## src/rtl/pmrd_pkg.sv

```systemverilog
// ----------------------------------------------------------------------------
// pmrd_pkg
// shared types and constants of the pid unit with derivative on measured rate
// ----------------------------------------------------------------------------
package pmrd_pkg;

    localparam int DATA_W  = 32;
    localparam int LIM_W   = 31;
    localparam int CFG_IDX_W = 3;
    localparam int DIV_STEPS = 32;
    localparam int CNT_W   = $clog2(DIV_STEPS);

    // configuration register indexes
    localparam logic [CFG_IDX_W-1:0] CFG_KP      = 3'd0;
    localparam logic [CFG_IDX_W-1:0] CFG_KI      = 3'd1;
    localparam logic [CFG_IDX_W-1:0] CFG_KD      = 3'd2;
    localparam logic [CFG_IDX_W-1:0] CFG_DB      = 3'd3;
    localparam logic [CFG_IDX_W-1:0] CFG_ILOW    = 3'd4;
    localparam logic [CFG_IDX_W-1:0] CFG_IHIGH   = 3'd5;
    localparam logic [CFG_IDX_W-1:0] CFG_ILIMIT  = 3'd6;
    localparam logic [CFG_IDX_W-1:0] CFG_OLIMIT  = 3'd7;

    typedef enum logic [4:0] {
        OP_NOP,
        OP_LOAD,
        OP_ERR,
        OP_TRAP,
        OP_MUL_W,
        OP_DIV,
        OP_QUOT,
        OP_MUL_KI,
        OP_MUL_TLO,
        OP_MUL_THI,
        OP_RSCALE,
        OP_ACC,
        OP_MUL_P,
        OP_ADD_P,
        OP_MUL_D,
        OP_ADD_D,
        OP_OUT,
        OP_OUT_DEAD
    } dp_op_t;

    typedef struct packed {
        dp_op_t op;
    } dp_cmd_t;

    typedef struct packed {
        logic dead;
        logic integ;
        logic full;
    } dp_status_t;

endpackage

```

## src/rtl/pmrd_ctrl.sv

```systemverilog
// ----------------------------------------------------------------------------
// pmrd_ctrl
// sequencer for one controller step, output valid register
// ----------------------------------------------------------------------------
module pmrd_ctrl
    import pmrd_pkg::*;
(
    input  logic       clk,
    input  logic       rst_n,
    input  logic       in_valid,
    output logic       in_ready,
    output logic       out_valid,
    input  logic       out_ready,
    input  dp_status_t status,
    output dp_cmd_t    cmd
);

    typedef enum logic [4:0] {
        S_IDLE,
        S_ERR,
        S_TRAP,
        S_MUL_W,
        S_DIV,
        S_QUOT,
        S_MUL_KI,
        S_MUL_TLO,
        S_MUL_THI,
        S_RSCALE,
        S_ACC,
        S_MUL_P,
        S_ADD_P,
        S_MUL_D,
        S_ADD_D,
        S_FIN,
        S_FIN_DEAD
    } state_t;

    state_t           state_reg;
    logic [CNT_W-1:0] cnt_reg;
    logic             out_valid_reg;
    logic             out_valid_next;
    logic             slot_free;

    assign slot_free = !out_valid_reg || out_ready;
    assign in_ready  = (state_reg == S_IDLE);
    assign out_valid = out_valid_reg;

    // result held until its transfer, raised when a finish step issues
    always_comb
    begin
        out_valid_next = out_valid_reg && !out_ready;
        if ((state_reg == S_FIN || state_reg == S_FIN_DEAD) && slot_free)
            out_valid_next = 1'b1;
    end

    always_comb
    begin
        unique case (state_reg)
            S_IDLE:     cmd.op = in_valid ? OP_LOAD : OP_NOP;
            S_ERR:      cmd.op = OP_ERR;
            S_TRAP:     cmd.op = OP_TRAP;
            S_MUL_W:    cmd.op = OP_MUL_W;
            S_DIV:      cmd.op = OP_DIV;
            S_QUOT:     cmd.op = OP_QUOT;
            S_MUL_KI:   cmd.op = OP_MUL_KI;
            S_MUL_TLO:  cmd.op = OP_MUL_TLO;
            S_MUL_THI:  cmd.op = OP_MUL_THI;
            S_RSCALE:   cmd.op = OP_RSCALE;
            S_ACC:      cmd.op = OP_ACC;
            S_MUL_P:    cmd.op = OP_MUL_P;
            S_ADD_P:    cmd.op = OP_ADD_P;
            S_MUL_D:    cmd.op = OP_MUL_D;
            S_ADD_D:    cmd.op = OP_ADD_D;
            S_FIN:      cmd.op = slot_free ? OP_OUT : OP_NOP;
            S_FIN_DEAD: cmd.op = slot_free ? OP_OUT_DEAD : OP_NOP;
            default:    cmd.op = OP_NOP;
        endcase
    end

    always_ff @(posedge clk or negedge rst_n)
    begin
        if (!rst_n)
        begin
            state_reg     <= S_IDLE;
            cnt_reg       <= '0;
            out_valid_reg <= 1'b0;
        end
        else
        begin
            out_valid_reg <= out_valid_next;
            unique case (state_reg)
                S_IDLE:
                    if (in_valid)
                        state_reg <= S_ERR;
                S_ERR:
                    state_reg <= S_TRAP;
                S_TRAP:
                begin
                    if (status.dead)
                        state_reg <= S_FIN_DEAD;
                    else if (status.integ && !status.full)
                        state_reg <= S_MUL_W;
                    else
                        state_reg <= S_MUL_KI;
                end
                S_MUL_W:
                begin
                    cnt_reg   <= CNT_W'(DIV_STEPS - 1);
                    state_reg <= S_DIV;
                end
                S_DIV:
                begin
                    cnt_reg <= cnt_reg - 1'b1;
                    if (cnt_reg == '0)
                        state_reg <= S_QUOT;
                end
                S_QUOT:    state_reg <= S_MUL_KI;
                S_MUL_KI:  state_reg <= S_MUL_TLO;
                S_MUL_TLO: state_reg <= S_MUL_THI;
                S_MUL_THI: state_reg <= S_RSCALE;
                S_RSCALE:  state_reg <= S_ACC;
                S_ACC:     state_reg <= S_MUL_P;
                S_MUL_P:   state_reg <= S_ADD_P;
                S_ADD_P:   state_reg <= S_MUL_D;
                S_MUL_D:   state_reg <= S_ADD_D;
                S_ADD_D:   state_reg <= S_FIN;
                S_FIN, S_FIN_DEAD:
                begin
                    if (slot_free)
                        state_reg <= S_IDLE;
                end
                default:
                    state_reg <= S_IDLE;
            endcase
        end
    end

`ifndef SYNTHESIS
    a_accept_starts: assert property (@(posedge clk) disable iff (!rst_n)
        (in_valid && in_ready) |=> (state_reg == S_ERR))
        else $error("accepted sample did not start a step");

    a_valid_from_finish: assert property (@(posedge clk) disable iff (!rst_n)
        $rose(out_valid_reg) |->
            ($past(state_reg) == S_FIN || $past(state_reg) == S_FIN_DEAD))
        else $error("result valid raised outside a finish state");

    a_quot_after_div: assert property (@(posedge clk) disable iff (!rst_n)
        (state_reg == S_QUOT) |-> ($past(state_reg) == S_DIV && cnt_reg == '1))
        else $error("quotient taken before divide finished");

    a_no_overwrite: assert property (@(posedge clk) disable iff (!rst_n)
        (out_valid_reg && !out_ready) |-> (cmd.op != OP_OUT && cmd.op != OP_OUT_DEAD))
        else $error("pending result overwritten");
`endif

endmodule

```

## config.mk

```make
export PLATFORM = sky130hd
export DESIGN_NAME = pmrd_ctrl
export DESIGN_NICKNAME = d
export VERILOG_FILES = /design/src/rtl/pmrd_pkg.sv /design/src/rtl/pmrd_ctrl.sv
export SDC_FILE = /design/constraint.sdc
export NUM_CORES = 1
export LEC_CHECK = 0
export BUFFER_PORTS_ARGS = -buffer_cell sky130_fd_sc_hd__buf_2
export CORE_MARGIN = 4
export CORE_UTILIZATION = 40
export CTS_CLUSTER_SIZE = 8
export DETAILED_ROUTE_END_ITERATION = 12
export SYNTH_ARGS = -nofsm -noshare
export SYNTH_HDL_FRONTEND = slang
export SYNTH_SLANG_ARGS = --single-unit
```

## constraint.sdc

```tcl
create_clock -name clk -period 1.5 [get_ports clk]
set_clock_uncertainty 0.15 [all_clocks]
set_input_delay 0.075 -clock clk [delete_from_list [all_inputs] [get_ports clk]]
set_output_delay 0.075 -clock clk [all_outputs]
set_load 0.005 [all_outputs]
```

Word-level counts from Yosys, hierarchy flattened --
Index checks and enable logic that the tools add are counted. Widths: inputs -> output; s select.
Storage, ports and cells: word-level logic and storage cells 48, flip-flop bits (word level) 11, output and inout port bits 7, bits of input ports 7
Operators by class: eq/ne operators 19, reduce and logical (&&, ||, !) cells 13, multiplexer cells 12, add/sub/neg operators 1
Operators with widths (number):
- $pmux 5 s17 | 1
- $pmux 5 s16 | 1
- $eq 5x4->1 const B | 8
- $mux 5 | 6
- $eq 5x3->1 const B | 4
- $eq 5x2->1 const B | 2
- $logic_not 5->1 | 2
- $pmux 5 s2 | 1
- $ne 2x2->1 const B | 3
- $eq 5x1->1 const B | 1
- $eq 5x5->1 const B | 1
- $sub 5x1->5 const B | 1
- $logic_and 1x1->1 | 3
- $logic_not 1->1 | 3
- $mux 3 | 1
- $reduce_and 3->1 | 1
- $logic_or 1x1->1 | 2
- $mux 1 | 2
- $reduce_bool 2->1 | 1
- $reduce_or 2->1 | 1

Logic depth before layout (Yosys ltp) --
word-level depth 5, gate-level depth with buffers 5, gate-level depth less buffers 5

Worst setup path after synthesis --
Ideal clock, no wire load.
kind register to register, from register cnt_reg[0], to register state_reg[0], data arrival time 1.200 ns, path slack 0.047 ns, buffers on the path 0, required time 1.246 ns, stages on the path, launching flop included 6, cells stage by stage dfrtp_1 -> inv_1 -> ha_1 -> nor4b_2 -> o22ai_2 -> o41ai_2
On the way: longest elaborated chain between the ends 3
Ends and longest elaborated chain:
- start: declaration | line pmrd_ctrl.sv:39 | logic [CNT_W-1:0] cnt_reg;
- start signal: assignment | line pmrd_ctrl.sv:108 | cnt_reg <= CNT_W'(DIV_STEPS - 1);
- start signal: assignment | line pmrd_ctrl.sv:113 | cnt_reg <= cnt_reg - 1'b1;
- $logic_not 5->1 | line pmrd_ctrl.sv:114 | if (cnt_reg == '0)
- $ne 2x2->1 (no line)
- $reduce_and 3->1 (no line)
- end signal: assignment | line pmrd_ctrl.sv:115 | state_reg <= S_QUOT;
- end signal: assignment | line pmrd_ctrl.sv:117 | S_QUOT: state_reg <= S_MUL_KI;
- end signal: assignment | line pmrd_ctrl.sv:118 | S_MUL_KI: state_reg <= S_MUL_TLO;
- end: declaration | line pmrd_ctrl.sv:38 | state_t state_reg;
No other way between the ends. A chain may end at the register's enable or synchronous reset.

==> impl_metrics.csv <==
group,metric,value,unit
run_status,status,"complete, but fails checks",
run_status,violations,"setup timing",
setup_path,cpPeakStageDelay,0.40,ns
setup_path,critPathCaptureType,"output port",
setup_path,critPathRequiredTime,1.27,ns
timing,fmax,573,MHz
place,port_buffers,13,
cts,clock-sinks,11,
setup_path,crit_type,"reg2out",
power,power_leakage,0.579,nW
global_routing,grt_use_total,0.192,
setup_path,start_kind,"register",
timing,slew-limit-headroom,0.772,
finish,antennaDiodeCount,0,
global_routing,use_met1,0.231,
detailed_routing,post_drt_wl_per_cell,16.9,microns
global_routing,grt_max_degree,12,
finish,post-route-util,0.765,
yosys,synth_top_flop_cell,"dfrtp_1",
flow_run,cap_violations,0,
setup_path,crit_start,"state_reg[2]",
timing,hold_viol,0,
yosys,synth.area.top_cells,"dfrtp_1 37%, nand2_1 4.0%, nor2_1 4.0%",
global_routing,globalRouteMet3Util,0.0379,
yosys,netlist_instances,83,
yosys,yosysSeqAreaShare,0.369,
cts,clk_pin_slew,0.07,ns
global_routing,gr-total-overflow,0,
timing,holdWs,0.0338,ns
setup_path,cp_slowest_cell,"dfrtp_1",
power,power.density,2280,nW/um^2
place,routabilityCongestion,0.807,
cts,cts_root_buf,"clkbuf_4",
global_routing,grt_pass1_vias,841,
yosys,synth_area_per_cell,9.00,sq um
setup_path,cp.depth,5,
timing,setup_viol,12,
global_routing,grt_antenna_before_repair,0,
setup_path,endpoint,"cmd[0]",
global_routing,global_route.usage.met2,0.343,
finish,drive_above_1_share,0.636,
setup_path,path_buf_inv,1,
yosys,yosysTopAreaCell,"dfrtp_1",
yosys,synth_top_area_frac,0.369,
place,dp.cells,137,
setup_path,reg2reg_slack,-0.15,ns
detailed_routing,ant_nets,0,
yosys,synth_edf_count,0,
timing,final-max-slew-violation-count,0,
setup_path,r2r_cells,7,
detailed_routing,drc,0,
detailed_routing,drt-vias-per-instance,5.46,
setup_path,crit_family,"simple AND/OR/NAND/NOR gates",
place,hpwl,1470,microns
detailed_routing,routed-via-count,857,
finish,finish.net_count,141,
setup_path,rr_endpoint,"state_reg[0]",
detailed_routing,drt_iter0_drc,21,
finish,seq_area,279,sq um
cts,cts.htree.levels,1,
yosys,synth_seq_cells,11,
global_routing,grt_pass1_wl,3750,microns
finish,synthToLayoutAreaGrowth,78.7,%
die,core.rowCount,15,
die,core,1750,sq um
timing,period_share,1.16,
cts,clock_latency,0.27,ns
timing,rsz0062_at_grt,"yes",
finish,multi_input_area,593,sq um
timing,fin_crit,1.75,ns
min_path,min_path_type,"in2reg",
setup_path,worstPathArrival,1.52,ns
global_routing,busiest_layer,"met2",
cts,numCtsBuffers,3,
detailed_routing,first_pass_iters,4,
timing,worst_pin_slew,0.342,ns
die,die_x,51.2,microns
die,die-area,2620,sq um
timing,setup_tns,-1.48,ns
power,vdd_ir_drop_max,1.46,mV
detailed_routing,drt-total-wl,2650,microns
yosys,syn_nets,91,
die,start_util,0.428,
die,chipHeight,51.2,microns
setup_path,path_cells,"or2_4 > nor2_4 > nand2_1 > a221oi_2 > buf_2",
place,place_ws,-0.0828,ns
yosys,synthDistinctLibCells,37,
finish,stdcell_count,157,
yosys,syn-cell-area,747,sq um
yosys,async_reset_ff_frac,1.00,
yosys,synth_warnings,0,
die,ios,14,
cts,cts_tree,"done",
finish,fillers,113,
setup_path,crit_fanout,3,
setup_path,r2r_start,"state_reg[2]",
timing,layout_setup_ws,-0.245,ns
cts,cts_buffer_depth,2,
==> where the power goes <==
group          internal (mW)  total (mW)  switching, mW
clock                  0.103       0.201         0.0981
combinational           1.23        2.27           1.05
sequential             0.434       0.570          0.136
==> final cells by class <==
cell class	count	share of cell area
Timing Repair Buffer	49	0.292
Inverter	4	0.0112
Tap cell	25	0.0234
Clock buffer	4	0.0197
Multi-Input combinational cell	64	0.444
Sequential cell	11	0.209
==> routing by layer <==
metal	part of all wire	vias to the layer above	routed length [microns]
li1	-	399	-
met1	0.40	413	1050
met2	0.53	35	1410
met3	0.041	10	108
met4	0.030	0	79
met5	0	-	0
==> tightest hold or removal path, delay by kind of cell <==
kind | cells | cell delay [ns]
buf+inv | 1 | 0.13
compound gates | 2 | 0.23
==> through the flow <==
step	total power, mW	area (sq um)
6_report	3.04	1340
5_1_grt	3.25	1340
4_1_cts	2.56	1170
3_5_place_dp	1.88	960
3_3_place_gp	1.87	960
2_1_floorplan	1.29	747
==> placed cells by master, fill, tap and decap left out, drive strengths merged, types with 3 or more instances in the layout <==
master  count
buf        48
dfrtp      11
nand2       8
nor2        8
inv         4
nand3       4
clkbuf      4
o21ai       4
nor3        4
nand2b      3
xor2        3
a21oi       3
==> kinds of logic (layout without fill, tap and decap cells) <==
group / Yosys count / in the layout / synth area share
buf+inv: 8 / 57 / 0.0653
flops: 11 / 11 / 0.369
mux: 1 / 1 / 0.0134
compound gates: 20 / 20 / 0.216
fa+ha+maj: 1 / 1 / 0.0167
xor+xnor: 4 / 4 / 0.0469
simple gates: 38 / 38 / 0.273
==> timing repair <==
action / in CTS / in global routing
gates resized for setup: 26 / 28
hold buffers: 1 / 0
pin swaps: 13 / 15
hold endpoints to repair: 11 / 0
endpoints found under the setup margin: 11 / 14
setup buffers: 11 / 6
==> worst min-delay path by stage <==
stage               slack (ns)  cells past startpoint       from           end
floorplan                -0.37                      0      rst_n    cnt_reg[0]
global placement         -0.19                      1      rst_n  state_reg[3]
detailed placement       -0.20                      1      rst_n  state_reg[3]
CTS                      0.008                      3  status[2]  state_reg[0]
global route              0.03                      3  status[2]  state_reg[0]
finish                    0.03                      3  status[2]  state_reg[0]
==> Yosys cell counts (3+ instances only) <==
library cell  count
a21oi_1           3
dfrtp_1          11
inv_1             4
nand2_1           8
nand2b_1          3
nand3_1           4
nor2_1            8
nor3_1            3
xor2_1            3
(Power assumes the default switching activity.)
